### src/fbc_pkg.sv
`timescale 1ns / 1ps
// Package for the block convolution filter: widths, payload types and the
// control word that travels down the pipeline. No dependencies.
package fbc_pkg;

   localparam int SAMPLE_W  = 16;
   localparam int COEF_W    = 16;
   localparam int PROD_W    = SAMPLE_W + COEF_W;
   localparam int RESULT_W  = 35;
   localparam int NUM_COEF  = 8;
   localparam int CSR_IDX_W = 4;
   localparam int COEF_IDX_W = $clog2(NUM_COEF);

   typedef logic signed [SAMPLE_W-1:0] sample_type;
   typedef logic signed [COEF_W-1:0]   coef_type;
   typedef logic signed [PROD_W-1:0]   prod_type;
   typedef logic signed [RESULT_W-1:0] result_type;
   typedef logic [CSR_IDX_W-1:0]       csr_index_type;

   typedef struct packed {
      logic valid;
      logic last;
   } ctl_type;

endpackage

### src/fbc_cell.sv
`timescale 1ns / 1ps
// One tap cell: holds one sample of the delay line, passes it to the next
// cell on each step and registers its coefficient product. Uses fbc_pkg.
module fbc_cell (
   input  logic               clock,
   input  logic               reset,
   input  logic               step,
   input  logic               adv,
   input  fbc_pkg::sample_type tap_in,
   input  fbc_pkg::coef_type   coef,
   output fbc_pkg::sample_type tap_out,
   output fbc_pkg::prod_type   prod
);
   import fbc_pkg::*;

   sample_type tap_ff;
   sample_type tap_in_d;
   prod_type   prod_ff;
   prod_type   prod_in;

   always_comb begin
      tap_in_d = step ? tap_in : tap_ff;
      prod_in  = adv ? coef * tap_ff : prod_ff;
   end

   always_ff @(posedge clock) begin
      if (reset) begin
         tap_ff <= '0;
      end else begin
         tap_ff <= tap_in_d;
      end
   end

   always_ff @(posedge clock) begin
      prod_ff <= prod_in;
   end

   assign tap_out = tap_ff;
   assign prod    = prod_ff;

endmodule

### config.mk
export PLATFORM = sky130hd
export DESIGN_NAME = fbc_cell
export DESIGN_NICKNAME = d
export VERILOG_FILES = /design/src/fbc_pkg.sv /design/src/fbc_cell.sv
export SDC_FILE = /design/constraint.sdc
export NUM_CORES = 1
export LEC_CHECK = 0
export CAP_MARGIN = 25
export CORE_MARGIN = 1
export CORE_UTILIZATION = 45
export DETAILED_ROUTE_END_ITERATION = 10
export DONT_BUFFER_PORTS = 1
export SLEW_MARGIN = 20
export SYNTH_ARGS = -nofsm -noshare
export SYNTH_HDL_FRONTEND = slang
export SYNTH_SLANG_ARGS = --single-unit
### constraint.sdc
create_clock -name clock -period 18.7 [get_ports clock]
set_input_delay 1.87 -clock clock [delete_from_list [all_inputs] [get_ports clock]]
set_output_delay 1.87 -clock clock [all_outputs]
set_load 0.1 [all_outputs]
==> impl_metrics.toml <==
[clock_network]
clock_sinks = 48
clockBufferDepth = 2
cts_buffers = 5
cts_root_buf = "clkbuf_16"
htree_levels = 2
clk_latency_ns = 0.29
cts_tree = "yes"
cts_hold_buf = 0
path_clk_slew_ns = 0.07
cts_setup_buffers = 0
cts_resized = 0

[cells_and_area]
diodes = 0
drive_above_1_share_pct = 3.342
nets = 1516
area_growth_pct = 4.605

[detailed_routing]
drc = 0
dr.max_layer_used = "met4"
wl_per_cell_um = 18.10
dr.pass1.iters = 5
routed-via-count = 7386
drt_iter0_drc = 433
vias_per_cell = 5.055
met1Wirelength_mm = 10.66
dr_wl_met3_mm = 1.018
wl_met2_mm = 13.81
postRouteAntennaNets = 0
wl_mm = 26.44

[power_and_ir_drop]
ir_drop_mv = 0.1653
switchingPower_mw = 0.8049
power_density_nw_per_um2 = 121.8
swShare_pct = 56.00
leakage_nw = 6.012
p_seq_share_pct = 29.6
power_frac_clock_pct = 6.8
power_frac_comb_pct = 63.6
p_int_mw = 0.6324
p_total_mw = 1.437

[synthesis]
async_flop_share_pct = 0
avgSynthCellArea_um2 = 9.763
syn_area_um2 = 11280
synthMuxAreaShare_pct = 1.420
seq_area_frac_synth_pct = 11.36
synth_cell_types = 45
synth_fa_ha_area_share_pct = 55.61
synth_edf_count = 32
synthSimpleGateAreaFrac_pct = 13.70
synth_top_family_by_area = "adder cells"
synth_compound_area_share_pct = 4.039
syn_inst = 1155
yosys_warnings = 0
synthXorXnorAreaFrac_pct = 2.874
ys_ff_latch = 48
synthesis.nets = 1535
synthFlopType = "edfxtp_1"

[sta]
finalHoldWorstSlack_ns = 0.5058
fin_skew_ns = 0.007138
setup_tns_ns = 0
worst_slack_ns = 11.11
rsz0062_at_grt = "false"
finalSetupViolCount = 0
post-route-min-period_ns = 7.585
worst_pin_slew_ns = 0.9924
finalMaxSlewViolations = 0
slew_headroom_pct = 33.84
fmax_ghz = 0.1318
hold_viol_final = 0
period_share_pct = 40.56

[floorplanning]
die_y_um = 160.3
core_um2 = 24460
top_level_ports = 84
rows = 57
start_util_pct = 46.09
dieArea_um2 = 25690
die_x_um = 160.3

[global_route]
antenna_found_initial = 0
first_global_vias = 8147
grt_first_pass_wirelength_mm = 43.27
track_usage_pct = 21.96
grt_start_max_net_pins = 33
grt_overflow = 0

[worst_hold_path]
hold_depth = 2
hold_class = "reg2reg"

[critical_path]
r2r_cells = 22
crit_required_ns = 18.75
critical_path.max_fanout = 16
start_kind = "primary input"
critPathArrivalTime_ns = 7.63
end_kind = "flop"
critical_path_class = "in2reg"

[place]
dp_slack_ns = 10.83
io_buffers = 0
hpwl_mm = 22.47
gp_congestion = 0.8384

[flow_run]
maxCapViolations = 0

[status]
status = "complete, no violations"
[power groups by stage]
| stage | Sequential (mW) | Combinational, mW | Clock [mW] |
|---|---|---|---|
| CTS | 0.427 | 0.930 | 0.0984 |
| global route | 0.429 | 1.04 | 0.103 |
| global placement | 0.428 | 0.905 | 0 |
| floorplan | 0.431 | 0.704 | 0 |
| finish | 0.426 | 0.914 | 0.0974 |
| detailed placement | 0.429 | 0.922 | 0 |
[flip-flops by register name, summed over array words and instances (netlist names)]
register,cells
prod,32
tap_out,16
[worst max-delay path: stages]
cell      delay (ns)
and2_1          0.16
fa_1            0.53
inv_1           0.05
fa_1            0.47
fa_1            0.53
inv_1           0.06
fa_1            0.51
fa_1            0.49
inv_1           0.05
fa_1            0.47
inv_1           0.04
ha_1            0.37
nand3_1         0.12
a211oi_1        0.43
a211oi_2        0.16
o31ai_2         0.60
a21boi_0        0.30
o21bai_1        0.19
a21oi_1         0.10
xnor2_1         0.13
[stage by stage]
stage	instances	utilization [%]	cell area, um2
2_1_floorplan	1155	-	11280
3_3_place_gp	1453	47.59	11640
3_5_place_dp	1453	47.59	11640
4_1_cts	1461	48.22	11800
5_1_grt	1461	48.22	11800
6_report	1461	48.22	11800
[kinds of logic (layout without fill, tap and decap cells)]
logic type,count (synthesis),after routing
compound gates,66,66
xor+xnor,37,37
fa+ha+maj,344,344
buf+inv,330,312
flops,48,48
mux,16,16
simple gates,314,314
[layout make-up]
cell class,count,area (um2)
inverters,291,1092
repair buffers,13,97.59
multi-input cells,777,8756
fillers,2314,12670
clock inverters,2,13.76
well taps,324,405.4
clock buffers,6,138.9
flip-flops and latches,48,1291
[routing by layer]
metal	vias to the layer above	global-route usage, %
met1	3843	27.36
met3	39	2.763
met2	153	39.35
met5	-	0
li1	3351	-
met4	0	7.359
[cell usage after synthesis (2+ instances only)]
cell / number / share of area, %
inv_1: 291 / 9.7
fa_1: 262 / 47
nand2_1: 125 / 4.2
and2_1: 123 / 6.8
ha_1: 82 / 9.1
nor2_1: 42 / 1.4
clkbuf_1: 37 / 1.2
edfxtp_1: 32 / 8.5
xnor2_1: 28 / 2.2
a21oi_1: 19 / 0.84
dfxtp_1: 16 / 2.8
mux2i_1: 16 / 1.4
a21o_1: 11 / 0.73
o21ai_0: 10 / 0.44
xor2_1: 9 / 0.70
nand3_1: 5 / 0.22
nor3_1: 5 / 0.22
a211oi_1: 4 / 0.27
nand2b_1: 4 / 0.22
o21a_1: 3 / 0.20
or3_1: 3 / 0.17
a31oi_1: 2 / 0.11
buf_1: 2 / 0.067
nand4_1: 2 / 0.11
o21bai_1: 2 / 0.13
[cells in the final DEF (no fill, tap or decap), types with 16 or more instances in the layout]
master      n
edfxtp_1   32
nand2_1   125
a21oi_1    19
nor2_1     42
mux2i_1    16
xnor2_1    28
inv_1     291
fa_1      262
and2_1    123
ha_1       82
[path summary, 6_finish.rpt]
check                             endpoint  slack [ns]       start
worst min-delay path            tap_out[5]        0.51  tap_out[5]
worst max-delay path              prod[25]       11.11    coef[10]
worst min register to register  tap_out[5]        0.51  tap_out[5]
worst max register to register    prod[25]       11.76  tap_out[7]
No activity file was read; power rests on OpenSTA's default activity.
