[config.mk]
export PLATFORM = sky130hd
export DESIGN_NAME = fbc_sum_tree
export DESIGN_NICKNAME = d
export VERILOG_FILES = /design/src/fbc_pkg.sv /design/src/fbc_sum_tree.sv
export SDC_FILE = /design/constraint.sdc
export NUM_CORES = 1
export LEC_CHECK = 0
export ABC_AREA = 1
export BUFFER_PORTS_ARGS = -buffer_cell sky130_fd_sc_hd__buf_4
export CORE_MARGIN = 2
export CORE_UTILIZATION = 50
export CTS_CLUSTER_DIAMETER = 200
export DETAILED_ROUTE_END_ITERATION = 12
export GPL_TIMING_DRIVEN = 1
export PLACE_DENSITY = 0.81
export SYNTH_ARGS = -nofsm -noshare
export SYNTH_HDL_FRONTEND = slang
export SYNTH_SLANG_ARGS = --single-unit
[constraint.sdc]
create_clock -name clock -period 2.79 [get_ports clock]
set_input_delay 0.558 -clock clock [delete_from_list [all_inputs] [get_ports clock]]
set_output_delay 0.558 -clock clock [all_outputs]
set_load 0.01 [all_outputs]
[src/fbc_pkg.sv]
`timescale 1ns / 1ps
// Package for the block convolution filter: widths, payload types and the
// control word that travels down the pipeline. No dependencies.
package fbc_pkg;

   localparam int SAMPLE_W  = 16;
   localparam int COEF_W    = 16;
   localparam int PROD_W    = SAMPLE_W + COEF_W;
   localparam int RESULT_W  = 35;
   localparam int NUM_COEF  = 8;
   localparam int CSR_IDX_W = 4;
   localparam int COEF_IDX_W = $clog2(NUM_COEF);

   typedef logic signed [SAMPLE_W-1:0] sample_type;
   typedef logic signed [COEF_W-1:0]   coef_type;
   typedef logic signed [PROD_W-1:0]   prod_type;
   typedef logic signed [RESULT_W-1:0] result_type;
   typedef logic [CSR_IDX_W-1:0]       csr_index_type;

   typedef struct packed {
      logic valid;
      logic last;
   } ctl_type;

endpackage

[src/fbc_sum_tree.sv]
`timescale 1ns / 1ps
// Registered adder tree that sums the cell products in three stages and
// carries the control word alongside. Uses fbc_pkg.
module fbc_sum_tree (
   input  logic              clock,
   input  logic              reset,
   input  logic              adv,
   input  fbc_pkg::ctl_type  ctl_in,
   input  fbc_pkg::prod_type prods [fbc_pkg::NUM_COEF],
   output fbc_pkg::ctl_type  ctl_out,
   output fbc_pkg::result_type sum
);
   import fbc_pkg::*;

   localparam int N_A = NUM_COEF / 2;
   localparam int N_B = NUM_COEF / 4;

   result_type sa_ff [N_A];
   result_type sa_in [N_A];
   result_type sb_ff [N_B];
   result_type sb_in [N_B];
   result_type sc_ff;
   result_type sc_in;
   ctl_type    ca_ff, ca_in;
   ctl_type    cb_ff, cb_in;
   ctl_type    cc_ff, cc_in;

   always_comb begin
      for (int i = 0; i < N_A; i++) begin
         sa_in[i] = adv ? RESULT_W'(prods[2*i]) + RESULT_W'(prods[2*i+1]) : sa_ff[i];
      end
      for (int i = 0; i < N_B; i++) begin
         sb_in[i] = adv ? sa_ff[2*i] + sa_ff[2*i+1] : sb_ff[i];
      end
      sc_in = adv ? sb_ff[0] + sb_ff[1] : sc_ff;
      ca_in = adv ? ctl_in : ca_ff;
      cb_in = adv ? ca_ff : cb_ff;
      cc_in = adv ? cb_ff : cc_ff;
   end

   always_ff @(posedge clock) begin
      sa_ff <= sa_in;
      sb_ff <= sb_in;
      sc_ff <= sc_in;
   end

   always_ff @(posedge clock) begin
      if (reset) begin
         ca_ff <= '0;
         cb_ff <= '0;
         cc_ff <= '0;
      end else begin
         ca_ff <= ca_in;
         cb_ff <= cb_in;
         cc_ff <= cc_in;
      end
   end

   assign ctl_out = cc_ff;
   assign sum     = sc_ff;

endmodule

==> flow_summary.json <==
{
  "outcome": "completed",
  "cp_cell_sequence": "ha_1, inv_1, fa_1, inv_1, nand3_1, nand3_1, nand2_1, nand2_1, nand2_1, nand2_1, nand2_1, nand3_1, nand2_1",
  "synth_top_family_by_area": "simple AND/OR/NAND/NOR gates",
  "arrival_ns": 2.62,
  "yosys_warnings": 0,
  "final_common_cell": "nand2_1",
  "placementRows": 79,
  "finalWeightedCongestion": 0.9695,
  "fin_cells": 4426,
  "critPathLaunchType": "register",
  "final_antenna_net_count": 0,
  "hold_buffers": 0,
  "final_core_util_pct": 58.80,
  "cap_violations": 0,
  "cp.required_ns": 3.09,
  "synth_seq_cells": 243,
  "post-cts-setup-buffer-count": 0,
  "dp_cells": 4380,
  "hold_slack_ns": 0.2230,
  "die_h_um": 220.2,
  "grt_usage_pct": 27.59,
  "clock_skew_ns": 0.02417,
  "via_per_inst": 5.182,
  "die_x_um": 220.2,
  "cts_tree": "built",
  "ys_types": 29,
  "hpwl_um": 57240,
  "setup_violations": 0,
  "clk_path_buf_depth": 3,
  "min_period_ns": 2.324,
  "end_kind": "register",
  "criticalPathCategory": "reg -> reg",
  "antenna_found_initial": 1,
  "rrSetupSlack_ns": 0.47,
  "period_share_pct": 83.30,
  "design.core.area_um2": 46360,
  "tightest_slew_ns": 0.4625,
  "clock_sinks": 243,
  "synth_compound_area_share_pct": 9.824,
  "synthMuxAreaShare_pct": 0,
  "synth_flop_cell": "edfxtp_1",
  "layout_common_cells": "1181 x nand2_1, 569 x inv_1, 364 x nor2_1, 296 x buf_4, 249 x a21oi_1",
  "hold_violations": 0,
  "clk_latency_ns": 0.56,
  "ys_seq_area_share_pct": 30.97,
  "area.growth.synth_to_final_pct": 16.63,
  "power_density_nw_per_um2": 677.9,
  "fin_tns_setup_ns": 0,
  "port_buffers": 297,
  "grt_max_degree": 75,
  "syn_avg_cell_area_um2": 6.726,
  "synth_xor_area_share_pct": 4.197,
  "critPathMaxFanout": 3,
  "relSlewSlack_pct": 69.06,
  "dr.pass1.iters": 8,
  "synth-edff-count": 237,
  "initial_core_util_pct": 50.41,
  "routed_wl_um": 66520,
  "fin_nets": 4297,
  "clkTransAtPathRegs_ns": 0.06,
  "grt_pass1_vias": 21290,
  "drc_errors": 0,
  "leakage_nw": 14.31,
  "min_path_type": "in -> reg",
  "antenna_cells": 0,
  "wire_per_inst_um": 15.03,
  "io_pins": 298,
  "h-tree-depth": 1,
  "slowest_delay_ns": 0.41,
  "synthSimpleGateAreaFrac_pct": 33.03,
  "cts_made_buffers": 26,
  "die-area_um2": 48490,
  "syn-num-nets": 3971,
  "synthCells": 3475,
  "drt-initial-drc-count": 2016,
  "drive_gt1_share_pct": 11.23,
  "cts_resized": 0,
  "fmax_mhz": 430.3,
  "rsz0062_at_grt": "false",
  "crit_slowest_cell": "fa_1",
  "drv_slew": 0,
  "root_buffer": "clkbuf_16",
  "grt_pass1_wl_um": 106800,
  "synthAdderAreaFrac_pct": 12.81,
  "fillers": 4353,
  "worst_path_most_repeated_cell": "nand2_1",
  "grt-ovfl-total": 0,
  "syn-cell-area_um2": 23370,
  "num_vias": 22930,
  "ir_worst_vdd_mv": 0.7044,
  "async_flop_share_pct": 0
}
[critical path: cells and delay by family (launching register included)]
family	cells	cell delay, ns
adders and majority gates	2	0.62
and+or+nand+nor	9	0.90
DFF	1	0.34
buffers and inverters	2	0.21
[kinds of logic after synthesis]
family	Yosys count
flops	243
buf+inv	571
simple gates	1882
fa+ha+maj	235
xor+xnor	112
compound gates	432
[registers in the layout, indices dropped and copies added (netlist names)]
signal,flops
ca_ff,2
sa_ff,132
cb_ff,2
sb_ff,70
ctl_out,2
sum,35
[per-stage QoR]
step	power, mW	instance area [um2]	worst slack (ns)
6_report	18.48	27260	0.4660
3_5_place_dp	15.01	26420	0.2789
2_1_floorplan	12.00	23370	0.6702
3_3_place_gp	14.87	26420	0.3240
5_1_grt	19.99	27260	0.2925
4_1_cts	18.44	27260	0.4831
[cells in the mapped netlist (all sizes together) (7+ instances only)]
cell type     n  area (um2)
nand3       161       845.8
o21bai       25       187.7
fa            7       140.1
a21o         12       90.09
inv         569        2136
nand4        43       269.0
nor2        381        1483
nor3         56       295.3
o21ai       133       665.6
nand2      1235        4771
edfxtp      237        7117
ha          228        2853
a21oi       256        1308
xor2        107       937.2
[power by group]
part           switching, mW  internal [mW]
clock network           1.41           1.98
logic                   5.96           3.30
registers              0.426           5.40
[path summary, 6_finish.rpt]
path	start	end	cells after the start
setup / recovery	sb_ff[0]	sum[32]	13
hold / removal	reset	ca_ff[1]	2
setup reg to reg	sb_ff[0]	sum[32]	13
hold reg to reg	cb_ff[0]	ctl_out[0]	2
[final cells by class]
type                       instances  area [um2]  share of cell area (%)
multi-input combinational       2661       13990                   51.32
sequential                       243        7237                   26.55
inverter                         569        2136                   7.836
timing repair buffer             300        2297                   8.428
clock buffer                      29       661.9                   2.428
tap                              607       759.5                   2.786
clock inverter                    17       176.4                  0.6472
[routing by layer]
metal / vias to the layer above / global-route usage (%) / part of all wire, %
li1: 11850 / - / -
met1: 10190 / 39.22 / 46
met2: 775 / 44.37 / 44
met3: 114 / 3.203 / 7.5
met4: 0 / 7.696 / 2.8
met5: - / 0 / 0
Note: power is estimated with default switching activity, not from simulation.
